## src/design/rpn_pkg.sv

```systemverilog
`default_nettype none

package rpn_pkg;

    localparam int DATA_W              = 32;
    localparam int ACTION_W            = 3;
    localparam int STATUS_W            = 3;
    localparam int DEPTH_OUT_W         = 5;
    localparam int STACK_DEPTH_DEFAULT = 16;
    localparam int FRAC_BITS_DEFAULT   = 16;

    localparam logic [DATA_W-1:0] DATA_MAX = {1'b0, {(DATA_W-1){1'b1}}};
    localparam logic [DATA_W-1:0] DATA_MIN = {1'b1, {(DATA_W-1){1'b0}}};

    typedef enum logic [ACTION_W-1:0] {
        ACT_PUSH = 3'd0,
        ACT_ADD  = 3'd1,
        ACT_SUB  = 3'd2,
        ACT_MUL  = 3'd3,
        ACT_DIV  = 3'd4
    } action_t;

    typedef enum logic [STATUS_W-1:0] {
        ST_OK       = 3'd0,
        ST_FEW      = 3'd1,
        ST_FULL     = 3'd2,
        ST_DIV_ZERO = 3'd3,
        ST_SAT      = 3'd4
    } status_t;

    typedef struct packed {
        logic    start;
        action_t op;
    } alu_req_t;

    typedef struct packed {
        logic done;
        logic sat;
        logic div_zero;
    } alu_rsp_t;

    typedef struct packed {
        logic              sat;
        logic [DATA_W-1:0] value;
    } clamp_t;

    // Saturates a double-width two's complement value to the data width.
    function automatic clamp_t clamp_wide(input logic [2*DATA_W-1:0] v);
        clamp_t r;
        logic   upper_same;
        upper_same = (&v[2*DATA_W-1:DATA_W-1]) | ~(|v[2*DATA_W-1:DATA_W-1]);
        if (upper_same) begin
            r.sat   = 1'b0;
            r.value = v[DATA_W-1:0];
        end else begin
            r.sat   = 1'b1;
            r.value = v[2*DATA_W-1] ? DATA_MIN : DATA_MAX;
        end
        return r;
    endfunction

endpackage

`default_nettype wire

```

## src/design/rpn_stack_calculator_core.sv

```systemverilog
// Reverse-Polish calculator on a stack of signed fixed-point values with
// FRAC_BITS fraction bits. Each accepted item either pushes s_operand_value
// or pops the top two entries and pushes their sum, difference, product or
// quotient; the top entry is the left operand, so subtract gives top minus
// next and divide gives top over next. Every item returns exactly one result
// with the pushed value (zero when nothing was pushed), a status and the
// stack depth afterwards. Too few operands, a push to a full stack and a
// divide by zero leave the stack unchanged; an overflowing result is
// clamped, pushed and flagged. The block takes one item at a time and
// s_ready is low while an item is in work. A push, a too-few-operands or
// full-stack error or an unknown action, which leaves the stack alone,
// goes straight to the output state. A divide ends early when the divisor
// is zero or the quotient is seen to overflow before the bit loop; else
// multiply and divide run in the shared arithmetic unit, which retires one
// multiplier bit or one quotient bit per cycle over 32 steps. The stack
// lives in a small RAM with one write port and one registered read port,
// so the top operand is read before the lower one. A finished result waits
// in the output register and the next item may be accepted while it
// waits; a second result stalls until the first one has been taken. The
// stack entries have no reset; only entries below the current depth are
// ever read.
`default_nettype none

module rpn_stack_calculator_core #(
    parameter int STACK_DEPTH = rpn_pkg::STACK_DEPTH_DEFAULT,
    parameter int FRAC_BITS   = rpn_pkg::FRAC_BITS_DEFAULT
) (
    input  wire logic                                     aclk,
    input  wire logic                                     aresetn,
    input  wire logic                                     s_valid,
    output logic                                          s_ready,
    input  wire logic        [rpn_pkg::ACTION_W-1:0]      s_action,
    input  wire logic signed [rpn_pkg::DATA_W-1:0]        s_operand_value,
    output logic                                          m_valid,
    input  wire logic                                     m_ready,
    output logic signed      [rpn_pkg::DATA_W-1:0]        m_result_value,
    output logic             [rpn_pkg::STATUS_W-1:0]      m_status,
    output logic             [rpn_pkg::DEPTH_OUT_W-1:0]   m_depth_after
);

    localparam int W      = rpn_pkg::DATA_W;
    localparam int CNT_W  = $clog2(STACK_DEPTH + 1);
    localparam int ADDR_W = $clog2(STACK_DEPTH);

    // Sequencer states: read the top entry, then the next one, hand both to
    // the arithmetic unit, wait for it, then present the result.
    typedef enum logic [2:0] {
        T_IDLE,
        T_RD_TOP,
        T_RD_NEXT,
        T_EXEC,
        T_WAIT,
        T_OUT
    } state_t;

    state_t           state_reg;
    logic [CNT_W-1:0] count_reg;
    rpn_pkg::action_t op_reg;
    logic [W-1:0]     a_reg;
    logic [W-1:0]     res_value_reg;
    rpn_pkg::status_t res_status_reg;
    logic             m_valid_reg;
    logic [W-1:0]     m_value_reg;
    rpn_pkg::status_t m_status_reg;
    logic [rpn_pkg::DEPTH_OUT_W-1:0] m_depth_reg;

    logic              accept;
    logic              out_load;
    logic              stack_full;
    logic              too_few;
    logic [CNT_W-1:0]  count_m1;
    logic [CNT_W-1:0]  count_m2;
    logic [31:0]       depth_ext;
    logic              push_wr;
    logic              result_wr;
    logic              ram_wr_en;
    logic [ADDR_W-1:0] ram_wr_addr;
    logic [W-1:0]      ram_wr_data;
    logic              ram_rd_en;
    logic [ADDR_W-1:0] ram_rd_addr;
    logic [W-1:0]      ram_rd_data;

    rpn_pkg::alu_req_t alu_req;
    rpn_pkg::alu_rsp_t alu_rsp;
    logic [W-1:0]      alu_result;

    assign s_ready    = (state_reg == T_IDLE);
    assign accept     = s_valid && s_ready;
    assign stack_full = (count_reg == CNT_W'(STACK_DEPTH));
    assign too_few    = (count_reg < CNT_W'(2));
    assign count_m1   = count_reg - CNT_W'(1);
    assign count_m2   = count_reg - CNT_W'(2);
    assign depth_ext  = 32'(count_reg);

    // The output register takes a new result when it is empty or when its
    // current result leaves in the same cycle.
    assign out_load   = (state_reg == T_OUT) && (!m_valid_reg || m_ready);

    // A push writes at the current depth in the cycle it is accepted. An
    // operation result overwrites the lower operand's slot, which becomes
    // the new top once the count drops by one.
    assign push_wr     = accept && (s_action == rpn_pkg::ACT_PUSH) && !stack_full;
    assign result_wr   = (state_reg == T_WAIT) && alu_rsp.done && !alu_rsp.div_zero;
    assign ram_wr_en   = push_wr || result_wr;
    assign ram_wr_addr = push_wr ? count_reg[ADDR_W-1:0] : count_m2[ADDR_W-1:0];
    assign ram_wr_data = push_wr ? s_operand_value : alu_result;

    assign ram_rd_en   = (state_reg == T_RD_TOP) || (state_reg == T_RD_NEXT);
    assign ram_rd_addr = (state_reg == T_RD_TOP) ? count_m1[ADDR_W-1:0]
                                                 : count_m2[ADDR_W-1:0];

    // The read data still holds the lower operand while the unit starts.
    assign alu_req.start = (state_reg == T_EXEC);
    assign alu_req.op    = op_reg;

    rpn_ram #(
        .WIDTH (W),
        .DEPTH (STACK_DEPTH)
    ) u_stack_ram (
        .clk     (aclk),
        .wr_en   (ram_wr_en),
        .wr_addr (ram_wr_addr),
        .wr_data (ram_wr_data),
        .rd_en   (ram_rd_en),
        .rd_addr (ram_rd_addr),
        .rd_data (ram_rd_data)
    );

    rpn_alu #(
        .FRAC_BITS (FRAC_BITS)
    ) u_alu (
        .clk    (aclk),
        .rst_n  (aresetn),
        .req    (alu_req),
        .a      (a_reg),
        .b      (ram_rd_data),
        .rsp    (alu_rsp),
        .result (alu_result)
    );

    always_ff @(posedge aclk) begin
        if (!aresetn) begin
            state_reg   <= T_IDLE;
            count_reg   <= '0;
            m_valid_reg <= 1'b0;
        end else begin
            if (out_load) begin
                m_valid_reg <= 1'b1;
            end else if (m_ready) begin
                m_valid_reg <= 1'b0;
            end
            case (state_reg)
                T_IDLE: begin
                    if (accept) begin
                        op_reg <= rpn_pkg::action_t'(s_action);
                        case (s_action)
                            rpn_pkg::ACT_PUSH: begin
                                if (stack_full) begin
                                    res_value_reg  <= '0;
                                    res_status_reg <= rpn_pkg::ST_FULL;
                                end else begin
                                    count_reg      <= count_reg + CNT_W'(1);
                                    res_value_reg  <= s_operand_value;
                                    res_status_reg <= rpn_pkg::ST_OK;
                                end
                                state_reg <= T_OUT;
                            end
                            rpn_pkg::ACT_ADD, rpn_pkg::ACT_SUB,
                            rpn_pkg::ACT_MUL, rpn_pkg::ACT_DIV: begin
                                if (too_few) begin
                                    res_value_reg  <= '0;
                                    res_status_reg <= rpn_pkg::ST_FEW;
                                    state_reg      <= T_OUT;
                                end else begin
                                    state_reg <= T_RD_TOP;
                                end
                            end
                            default: begin
                                // Unknown actions leave the stack alone.
                                res_value_reg  <= '0;
                                res_status_reg <= rpn_pkg::ST_OK;
                                state_reg      <= T_OUT;
                            end
                        endcase
                    end
                end
                T_RD_TOP: begin
                    state_reg <= T_RD_NEXT;
                end
                T_RD_NEXT: begin
                    a_reg     <= ram_rd_data;
                    state_reg <= T_EXEC;
                end
                T_EXEC: begin
                    state_reg <= T_WAIT;
                end
                T_WAIT: begin
                    if (alu_rsp.done) begin
                        if (alu_rsp.div_zero) begin
                            res_value_reg  <= '0;
                            res_status_reg <= rpn_pkg::ST_DIV_ZERO;
                        end else begin
                            count_reg      <= count_m1;
                            res_value_reg  <= alu_result;
                            res_status_reg <= alu_rsp.sat ? rpn_pkg::ST_SAT
                                                          : rpn_pkg::ST_OK;
                        end
                        state_reg <= T_OUT;
                    end
                end
                T_OUT: begin
                    if (out_load) begin
                        m_value_reg  <= res_value_reg;
                        m_status_reg <= res_status_reg;
                        m_depth_reg  <= depth_ext[rpn_pkg::DEPTH_OUT_W-1:0];
                        state_reg    <= T_IDLE;
                    end
                end
                default: begin
                    state_reg <= T_IDLE;
                end
            endcase
        end
    end

    assign m_valid        = m_valid_reg;
    assign m_result_value = m_value_reg;
    assign m_status       = m_status_reg;
    assign m_depth_after  = m_depth_reg;

endmodule

`default_nettype wire

```

## src/design/rpn_ram.sv

```systemverilog
`default_nettype none

module rpn_ram #(
    parameter int WIDTH = 32,
    parameter int DEPTH = 16,
    localparam int AW = $clog2(DEPTH)
) (
    input  wire logic             clk,
    input  wire logic             wr_en,
    input  wire logic [AW-1:0]    wr_addr,
    input  wire logic [WIDTH-1:0] wr_data,
    input  wire logic             rd_en,
    input  wire logic [AW-1:0]    rd_addr,
    output logic      [WIDTH-1:0] rd_data
);

    logic [WIDTH-1:0] ram_reg [DEPTH];
    logic [WIDTH-1:0] rd_data_reg;

    always_ff @(posedge clk) begin
        if (wr_en) begin
            ram_reg[wr_addr] <= wr_data;
        end
        if (rd_en) begin
            rd_data_reg <= ram_reg[rd_addr];
        end
    end

    assign rd_data = rd_data_reg;

endmodule

`default_nettype wire

```

## src/design/rpn_alu.sv

```systemverilog
`default_nettype none

// Iterative arithmetic unit built around one double-width adder. Add and
// subtract take one pass, multiply is radix-2 shift and add, divide is
// restoring with one quotient bit per cycle.
module rpn_alu #(
    parameter int FRAC_BITS = rpn_pkg::FRAC_BITS_DEFAULT
) (
    input  wire logic                          clk,
    input  wire logic                          rst_n,
    input  wire rpn_pkg::alu_req_t             req,
    input  wire logic [rpn_pkg::DATA_W-1:0]    a,
    input  wire logic [rpn_pkg::DATA_W-1:0]    b,
    output rpn_pkg::alu_rsp_t                  rsp,
    output logic      [rpn_pkg::DATA_W-1:0]    result
);

    localparam int W     = rpn_pkg::DATA_W;
    localparam int WW    = 2 * W;
    localparam int CNT_W = $clog2(W);

    typedef enum logic [2:0] {
        A_IDLE,
        A_ADD,
        A_MUL,
        A_MUL_FIN,
        A_DIV_CHK,
        A_DIV,
        A_DIV_FIN
    } state_t;

    state_t           state_reg;
    rpn_pkg::action_t op_reg;
    logic [W-1:0]     a_reg;
    logic [W-1:0]     b_reg;
    logic [WW-1:0]    acc_reg;
    logic [WW-1:0]    mcand_reg;
    logic [W-1:0]     mplier_reg;
    logic [CNT_W-1:0] cnt_reg;
    logic             neg_reg;
    logic [W-1:0]     rem_reg;
    logic [W-1:0]     num_lo_reg;
    logic [W-1:0]     den_reg;
    logic [W-1:0]     quo_reg;
    logic [W-1:0]     res_reg;
    logic             done_reg;
    logic             sat_reg;
    logic             dz_reg;

    logic [WW-1:0]     add_x;
    logic [WW-1:0]     add_y;
    logic              add_sub;
    logic [WW-1:0]     add_sum;
    logic [W-1:0]      abs_a;
    logic [W-1:0]      abs_b;
    logic [WW-1:0]     num_wide;
    logic [WW-1:0]     prod_shift;
    rpn_pkg::clamp_t   sum_clamp;
    rpn_pkg::clamp_t   prod_clamp;
    logic              last_step;
    logic              trial_ok;

    assign abs_a      = a[W-1] ? (~a + W'(1)) : a;
    assign abs_b      = b[W-1] ? (~b + W'(1)) : b;
    assign num_wide   = {{W{1'b0}}, abs_a} << FRAC_BITS;
    assign prod_shift = $signed(acc_reg) >>> FRAC_BITS;
    assign last_step  = (cnt_reg == CNT_W'(W - 1));
    assign trial_ok   = ~add_sum[WW-1];

    // The one shared adder; the state picks what it works on.
    always_comb begin
        add_x   = '0;
        add_y   = '0;
        add_sub = 1'b0;
        case (state_reg)
            A_ADD: begin
                add_x   = {{W{a_reg[W-1]}}, a_reg};
                add_y   = {{W{b_reg[W-1]}}, b_reg};
                add_sub = (op_reg == rpn_pkg::ACT_SUB);
            end
            A_MUL: begin
                add_x   = acc_reg;
                add_y   = mcand_reg;
                add_sub = last_step;
            end
            A_DIV_CHK: begin
                add_x   = {{W{1'b0}}, rem_reg};
                add_y   = {{W{1'b0}}, den_reg};
                add_sub = 1'b1;
            end
            A_DIV: begin
                add_x   = {{(W-1){1'b0}}, rem_reg, num_lo_reg[W-1]};
                add_y   = {{W{1'b0}}, den_reg};
                add_sub = 1'b1;
            end
            A_DIV_FIN: begin
                add_y   = {{W{1'b0}}, quo_reg};
                add_sub = 1'b1;
            end
            default: begin
            end
        endcase
        add_sum = add_x + (add_sub ? ~add_y : add_y) + WW'(add_sub);
    end

    assign sum_clamp  = rpn_pkg::clamp_wide(add_sum);
    assign prod_clamp = rpn_pkg::clamp_wide(prod_shift);

    always_ff @(posedge clk) begin
        if (!rst_n) begin
            state_reg <= A_IDLE;
            done_reg  <= 1'b0;
        end else begin
            done_reg <= 1'b0;
            case (state_reg)
                A_IDLE: begin
                    if (req.start) begin
                        op_reg  <= req.op;
                        a_reg   <= a;
                        b_reg   <= b;
                        sat_reg <= 1'b0;
                        dz_reg  <= 1'b0;
                        case (req.op)
                            rpn_pkg::ACT_ADD, rpn_pkg::ACT_SUB: begin
                                state_reg <= A_ADD;
                            end
                            rpn_pkg::ACT_MUL: begin
                                acc_reg    <= '0;
                                mcand_reg  <= {{W{a[W-1]}}, a};
                                mplier_reg <= b;
                                cnt_reg    <= '0;
                                state_reg  <= A_MUL;
                            end
                            rpn_pkg::ACT_DIV: begin
                                if (b == '0) begin
                                    dz_reg   <= 1'b1;
                                    res_reg  <= '0;
                                    done_reg <= 1'b1;
                                end else begin
                                    neg_reg    <= a[W-1] ^ b[W-1];
                                    den_reg    <= abs_b;
                                    rem_reg    <= num_wide[WW-1:W];
                                    num_lo_reg <= num_wide[W-1:0];
                                    state_reg  <= A_DIV_CHK;
                                end
                            end
                            default: begin
                                res_reg  <= '0;
                                done_reg <= 1'b1;
                            end
                        endcase
                    end
                end
                A_ADD: begin
                    sat_reg   <= sum_clamp.sat;
                    res_reg   <= sum_clamp.value;
                    done_reg  <= 1'b1;
                    state_reg <= A_IDLE;
                end
                A_MUL: begin
                    if (mplier_reg[0]) begin
                        acc_reg <= add_sum;
                    end
                    mcand_reg  <= mcand_reg << 1;
                    mplier_reg <= mplier_reg >> 1;
                    cnt_reg    <= cnt_reg + CNT_W'(1);
                    if (last_step) begin
                        state_reg <= A_MUL_FIN;
                    end
                end
                A_MUL_FIN: begin
                    sat_reg   <= prod_clamp.sat;
                    res_reg   <= prod_clamp.value;
                    done_reg  <= 1'b1;
                    state_reg <= A_IDLE;
                end
                A_DIV_CHK: begin
                    // A quotient of 2^W or more cannot fit either way.
                    if (trial_ok) begin
                        sat_reg   <= 1'b1;
                        res_reg   <= neg_reg ? rpn_pkg::DATA_MIN : rpn_pkg::DATA_MAX;
                        done_reg  <= 1'b1;
                        state_reg <= A_IDLE;
                    end else begin
                        cnt_reg   <= '0;
                        quo_reg   <= '0;
                        state_reg <= A_DIV;
                    end
                end
                A_DIV: begin
                    if (trial_ok) begin
                        rem_reg <= add_sum[W-1:0];
                    end else begin
                        rem_reg <= {rem_reg[W-2:0], num_lo_reg[W-1]};
                    end
                    quo_reg    <= {quo_reg[W-2:0], trial_ok};
                    num_lo_reg <= num_lo_reg << 1;
                    cnt_reg    <= cnt_reg + CNT_W'(1);
                    if (last_step) begin
                        state_reg <= A_DIV_FIN;
                    end
                end
                A_DIV_FIN: begin
                    if (neg_reg) begin
                        sat_reg <= quo_reg[W-1] & (|quo_reg[W-2:0]);
                        res_reg <= (quo_reg[W-1] & (|quo_reg[W-2:0])) ?
                                   rpn_pkg::DATA_MIN : add_sum[W-1:0];
                    end else begin
                        sat_reg <= quo_reg[W-1];
                        res_reg <= quo_reg[W-1] ? rpn_pkg::DATA_MAX : quo_reg;
                    end
                    done_reg  <= 1'b1;
                    state_reg <= A_IDLE;
                end
                default: begin
                    state_reg <= A_IDLE;
                end
            endcase
        end
    end

    assign rsp.done     = done_reg;
    assign rsp.sat      = sat_reg;
    assign rsp.div_zero = dz_reg;
    assign result       = res_reg;

endmodule

`default_nettype wire

```

## config.mk

```make
export PLATFORM = sky130hd
export DESIGN_NAME = rpn_stack_calculator_core
export DESIGN_NICKNAME = d
export VERILOG_FILES = /design/src/design/rpn_pkg.sv /design/src/design/rpn_stack_calculator_core.sv /design/src/design/rpn_ram.sv /design/src/design/rpn_alu.sv
export SDC_FILE = /design/constraint.sdc
export NUM_CORES = 2
export LEC_CHECK = 0
export BUFFER_PORTS_ARGS = -buffer_cell sky130_fd_sc_hd__buf_4
export CORE_MARGIN = 4
export CORE_UTILIZATION = 65
export CTS_CLUSTER_DIAMETER = 40
export CTS_CLUSTER_SIZE = 12
export DETAILED_ROUTE_END_ITERATION = 12
export PLACE_DENSITY = 0.81
export SYNTH_ARGS = -nofsm -noshare
export SYNTH_HDL_FRONTEND = slang
export SYNTH_HIERARCHICAL = 1
export SYNTH_SLANG_ARGS = --single-unit
```

## constraint.sdc

```tcl
create_clock -name aclk -period 12.55 [get_ports aclk]
set_input_delay 2.51 -clock aclk [delete_from_list [all_inputs] [get_ports aclk]]
set_output_delay 2.51 -clock aclk [all_outputs]
set_load 0.005 [all_outputs]
```

# Word-level counts from Yosys, hierarchy flattened
# Memories as Yosys holds them, arrays and structs flattened. A register that Yosys moved wholly into a read port is not among the register bits.
# Cells that the tools add are included.
[word_totals] ramBits=512 n_memories=1 in_bits=39 reg_bits=518 word_cells=236 out_inout_bits=42
[mem_list] memory="u_stack_ram.ram_reg" depth=16 word_bits=32 rd=1 rd_clocked_by_memory_dff=1 wr=1 line_no="rpn_ram.sv:17" source="logic [WIDTH-1:0] ram_reg [DEPTH];"
[classes] n_mux=94 bitwise=11 addsub=8 eq_ne=42 magnitude_cmp=1 n_reduce_logical=51
[op_table] operator="$mux 32" count=25
[op_table] operator="$pmux 64 s4" count=2
[op_table] operator="$pmux 32 s2" count=7
[op_table] operator="$mux 64" count=6
[op_table] operator="$pmux 64 s2" count=2
[op_table] operator="$pmux 32 s5" count=1
[op_table] operator="$mux 33" count=2
[op_table] operator="$add 32x1->32 const B" count=2
[op_table] operator="$add 64x1->64" count=1
[op_table] operator="$add 64x64->64" count=1
[op_table] operator="$not 32->32" count=2
[op_table] operator="$not 64->64" count=1
[op_table] operator="$mux 31" count=2
[op_table] operator="$mux 3" count=15
[op_table] operator="$mux 5" count=8
[op_table] operator="$reduce_and 33->1" count=1
[op_table] operator="$reduce_or 33->1" count=1
[op_table] operator="$logic_not 32->1" count=1
[op_table] operator="$reduce_or 31->1" count=1
[op_table] operator="$reduce_and 5->1" count=6
[op_table] operator="$eq 3x2->1 const B" count=9
[op_table] operator="$eq 3x3->1 const B" count=7
[op_table] operator="$ne 2x2->1 const B" count=9
[op_table] operator="$pmux 3 s6" count=1
[op_table] operator="other kinds (41)" count=94

# Logic depth before layout (Yosys ltp)
[logic_depth] word_depth=12 depth_mapped=23 mapped_depth_nobuf=20

# Cells and area by module
# The synthesis kept the hierarchy.
[modules_own_cells] mod="rpn_alu" area_per_inst_um2=24611.1 cells_each=2631 seq_area_each_um2=11461.0 n_inst=1
[modules_own_cells] mod="rpn_ram" area_per_inst_um2=20155.6 cells_each=838 seq_area_each_um2=16335.7 n_inst=1
[modules_own_cells] mod="rpn_stack_calculator_core" area_per_inst_um2=4880.9 cells_each=293 seq_area_each_um2=3483.3 n_inst=1

# Worst setup path after synthesis
# OpenSTA, ideal clock, no wires.
[synth_path] path_type="input -> register" start="in aresetn" end="reg u_alu.acc_reg[0] (enable)" n_path_buf=0 path_slack_ns=3.723 setup_ns=0.426 arrival_ns=8.400 stages=3 t_required_ns=12.124 path_cell_list="inv_1 > nor2_1 > o21a_1"
[synth_between] elab_chain_cells=1
[synth_lines] item="start: declaration" line_no="rpn_stack_calculator_core.sv:29" source="input wire logic aresetn,"
[synth_lines] item="$reduce_and 5->1 (no line)"
[synth_lines] item="end signal: assignment" line_no="rpn_alu.sv:162" source="acc_reg <= add_sum;"
[synth_lines] item="end: declaration" line_no="rpn_alu.sv:36" source="logic [WW-1:0] acc_reg;"
# No other way between the ends.
# A chain may end at the register's enable or synchronous reset.

# Worst setup path in the final report
[layout_path] start="reg u_alu.state_reg[2]" end="reg u_alu.res_reg[0], in the netlist u_alu/result[0], data pin"
[layout_between] elab_chain_cells=12 elab_cells_between_ends=25 classes_between="2 x add/sub; 6 x eq/ne; 9 x mux; 3 x bitwise; 5 x reduce/logical"
[layout_lines] item="start: declaration" line_no="rpn_alu.sv:32" source="state_t state_reg;"
[layout_lines] item="start signal: assignment" line_no="rpn_alu.sv:111" source="state_reg <= A_IDLE;"
[layout_lines] item="start signal: assignment" line_no="rpn_alu.sv:125" source="state_reg <= A_ADD;"
[layout_lines] item="start signal: assignment" line_no="rpn_alu.sv:132" source="state_reg <= A_MUL;"
[layout_lines] item="$eq 3x3->1, on equally long branches" line_no="rpn_alu.sv:75, rpn_alu.sv:115"
[layout_lines] item="$reduce_or 2->1 (no line)"
[layout_lines] item="$pmux 64 s4" line_no="rpn_alu.sv:75" source="case (state_reg)"
[layout_lines] item="$not 64->64" line_no="rpn_alu.sv:103" source="add_sum = add_x + (add_sub ? ~add_y : add_y) + WW'(add_sub);"
[layout_lines] item="$mux 64" line_no="rpn_alu.sv:103"
[layout_lines] item="$add 64x64->64" line_no="rpn_alu.sv:103"
[layout_lines] item="$add 64x1->64" line_no="rpn_alu.sv:103"
[layout_lines] item="$reduce_or 33->1" line_no="rpn_pkg.sv:51" source="upper_same = (&v[2*DATA_W-1:DATA_W-1]) | ~(|v[2*DATA_W-1:DATA_W-1]);"
[layout_lines] item="$not 1->1" line_no="rpn_pkg.sv:51"
[layout_lines] item="$or 1x1->1" line_no="rpn_pkg.sv:51"
[layout_lines] item="$mux 33" line_no="rpn_pkg.sv:52" source="if (upper_same) begin"
[layout_lines] item="$pmux 32 s5 *" line_no="rpn_alu.sv:115" source="case (state_reg)"
[layout_lines] item="end signal: assignment" line_no="rpn_alu.sv:156" source="res_reg <= sum_clamp.value;"
[layout_lines] item="end signal: assignment" line_no="rpn_alu.sv:173" source="res_reg <= prod_clamp.value;"
[layout_lines] item="end signal: assignment" line_no="rpn_alu.sv:181" source="res_reg <= neg_reg ? rpn_pkg::DATA_MIN : rpn_pkg::DATA_MAX;"
[layout_lines] item="end: declaration" line_no="rpn_alu.sv:45" source="logic [W-1:0] res_reg;"
# Every way passes the cells marked *; elsewhere a longest branch is shown, timed or not.

==> impl_metrics.json <==
{
  "area_growth_syn_to_layout_pct": 12.0,
  "reg2reg_to": "u_alu/result[0]",
  "wl_met3_mm": 20.5,
  "row_count": 101,
  "min_from": "res_value_reg[26]",
  "core_mm2": 0.0758,
  "drtPass1Iterations": 8,
  "holdPathStages": 0,
  "drive_gt1_frac": 0.145,
  "drt_iter0_drc": 5950,
  "drc": 0,
  "status": "finished clean",
  "antenna_found_initial": 7,
  "post_cts_buffers": 0,
  "totalWireLength_mm": 155,
  "grt_pass1_vias": 34500,
  "largest_reg_flops": 512,
  "worstMarginPinSlew_ps": 1250,
  "fmax_mhz": 122,
  "fin_nets": 3908,
  "die-area_mm2": 0.0809,
  "async_reset_ff_frac": 0,
  "synth_cell_types": 96,
  "crit_fanout": 57,
  "htree_levels": 4,
  "rsz0062_at_grt": "false",
  "critPathCaptureType": "flip-flop",
  "detail-route-antenna-nets": 0,
  "clock_skew_ps": 53.2,
  "synth_top_area_frac": 0.625,
  "reg2reg_slack_ps": 4340,
  "worstPathRequired_ps": 13020,
  "routedWlPerCell_um": 31.7,
  "cts_tree": "yes",
  "clkTransAtPathRegs_ps": 60,
  "num_io_pins": 81,
  "initial_utilization": 0.655,
  "synth_edf_count": 1033,
  "synth_area_mm2": 0.0496,
  "track_usage": 0.380,
  "synth_nets": 3873,
  "die_w_um": 284,
  "cp.arrival_ps": 8680,
  "synth_largest_area_cell": "edfxtp_1",
  "drv_cap": 0,
  "cts_buffers": 136,
  "clk-insertion-delay-late_ps": 760,
  "clockRootBuffer": "clkbuf_16",
  "synth_common_cells": "1033 x edfxtp_1, 495 x nand2_1, 241 x nor2_1",
  "finalSetupViolCount": 0,
  "critical_path_class": "flip-flop to flip-flop",
  "p_leak_nw": 19.1,
  "yosysMostFrequentCell": "edfxtp_1",
  "crit_path_start_kind": "flip-flop",
  "syn_avg_cell_area_um2": 13.2,
  "post-route-min-period_ps": 8210,
  "grt_max_degree": 176,
  "grt_pass1_wl_mm": 229,
  "whs_endpoint": "m_result_value[26]",
  "yosys_register_bits": 1046,
  "total_power_mw": 8.51,
  "relSlewSlack": 0.164,
  "grt.overflow.total": 0,
  "hold_buffers": 0,
  "met1_length_mm": 55.1,
  "synth-main-ff-cell": "edfxtp_1",
  "portBuffers": 80,
  "ir_worst_vdd_uv": 208,
  "power_density_mw_per_mm2": 153,
  "clkSinkCount": 1046,
  "slew_violations": 0,
  "fp.dieH_um": 284,
  "place_hpwl_mm": 91.1,
  "rr_worst_depth": 18,
  "seq_area_frac_synth": 0.630,
  "clock_path_buffers": 3,
  "gp_congestion": 0.991,
  "routed_via_density": 7.28,
  "netlist_instances": 3762,
  "period_share": 0.654,
  "finalSetupTns_ps": 0,
  "yosysWarningCount": 6,
  "cts.repair.resized": 0,
  "wl_met2_mm": 71.9,
  "reg2reg_from": "u_alu/state_reg[2]",
  "dr_total_vias": 35500,
  "synth_area_leaders": "edfxtp_1 62%, mux4_2 5.8%, nand2_1 3.7%",
  "hold_viol_final": 0,
  "top_layer": "met5",
  "worstHoldPathType": "flip-flop to flip-flop"
}
metrics by stage:
stage	std cells	cell area [um2]	setup WS [ps]	hold WS, ps	utilization
after floorplan	3762	49600	3720	400	-
after global placement	4637	51200	4750	400	0.675
after detailed placement	4637	51200	4750	405	0.675
after CTS	4869	55600	4730	420	0.733
after global routing	4871	55600	4180	425	0.733
final	4876	55600	4340	421	0.733
area by class of cell:
| cell class | count | area, um2 |
|---|---|---|
| Inverter | 30 | 113 |
| Timing Repair Buffer | 147 | 1120 |
| Multi-Input combinational cell | 2436 | 17400 |
| Sequential cell | 1046 | 31300 |
| Clock buffer | 154 | 3490 |
| Antenna cell | 7 | 17.5 |
| Clock inverter | 78 | 942 |
| Fill cell | 4497 | 20200 |
| Tap cell | 978 | 1220 |
how the worst max path moves through the flow:
stage | from | to | slack (ps)
floorplan | aresetn | u_alu/acc_reg[0] | 3720
global placement | u_alu/state_reg[2] | u_alu/result[0] | 4750
detailed placement | u_alu/state_reg[2] | u_alu/result[0] | 4750
CTS | u_alu/state_reg[2] | u_alu/result[0] | 4730
global route | u_alu/state_reg[2] | u_alu/result[25] | 4180
finish | u_alu/state_reg[2] | u_alu/result[0] | 4340
worst max-delay path, stage by stage (launching register included):
cell      delay, ps
dfxtp_4         800
clkinv_1        540
and2_2          320
buf_4           350
a221oi_1        750
xnor2_1         180
ha_1            530
nand4_1         270
nor4_1          890
o21ai_0         210
o21bai_1        730
mux2i_1         590
and3_1          250
nand4_1         120
nor4_2          420
a41oi_2         150
buf_4           300
o21bai_1        220
a211o_1         290
per-layer routing:
layer	GRT usage	vias up
met5	0	-
met4	0.157	2
met3	0.106	510
met2	0.584	3125
met1	0.518	17300
li1	-	14500
report_power, final:
part	switching (mW)	leakage (nW)	internal, mW
registers	0.0981	9.64	3.95
clock network	1.62	2.11	2.21
logic	0.380	7.37	0.260
total	2.10	19.1	6.41
cells by family after synthesis:
group | synth area share
AOI/OAI and AO/OA | 0.115
DFF | 0.630
and+or+nand+nor | 0.102
muxes | 0.0747
xor gates and xnor gates | 0.0348
buffers and inverters | 0.0248
adders and majority gates | 0.0183
layout by cell type (no fill, tap or decap), types with 18 or more instances in the layout:
master     count
a22oi_1      135
mux2_1        32
mux4_2       128
inv_1         28
o21ai_1       49
nand3_1       35
mux2i_1       43
a22o_1        32
nand4_1       48
and2_1        18
nor2_1       221
edfxtp_1    1033
o21ai_0      136
buf_4        146
and3_1        45
nor4_1        27
or3_1         29
a211oi_1      21
ha_1          71
xnor2_1      147
a21oi_1      232
xor2_1        47
nor3_1        22
o31ai_1       27
nand2b_1      18
a221oi_1      28
nand2_1      495
o211ai_1      18
a21o_1        52
nor2b_1       24
clkbuf_16    137
o21a_1        27
No activity file was read; power rests on OpenSTA's default activity.
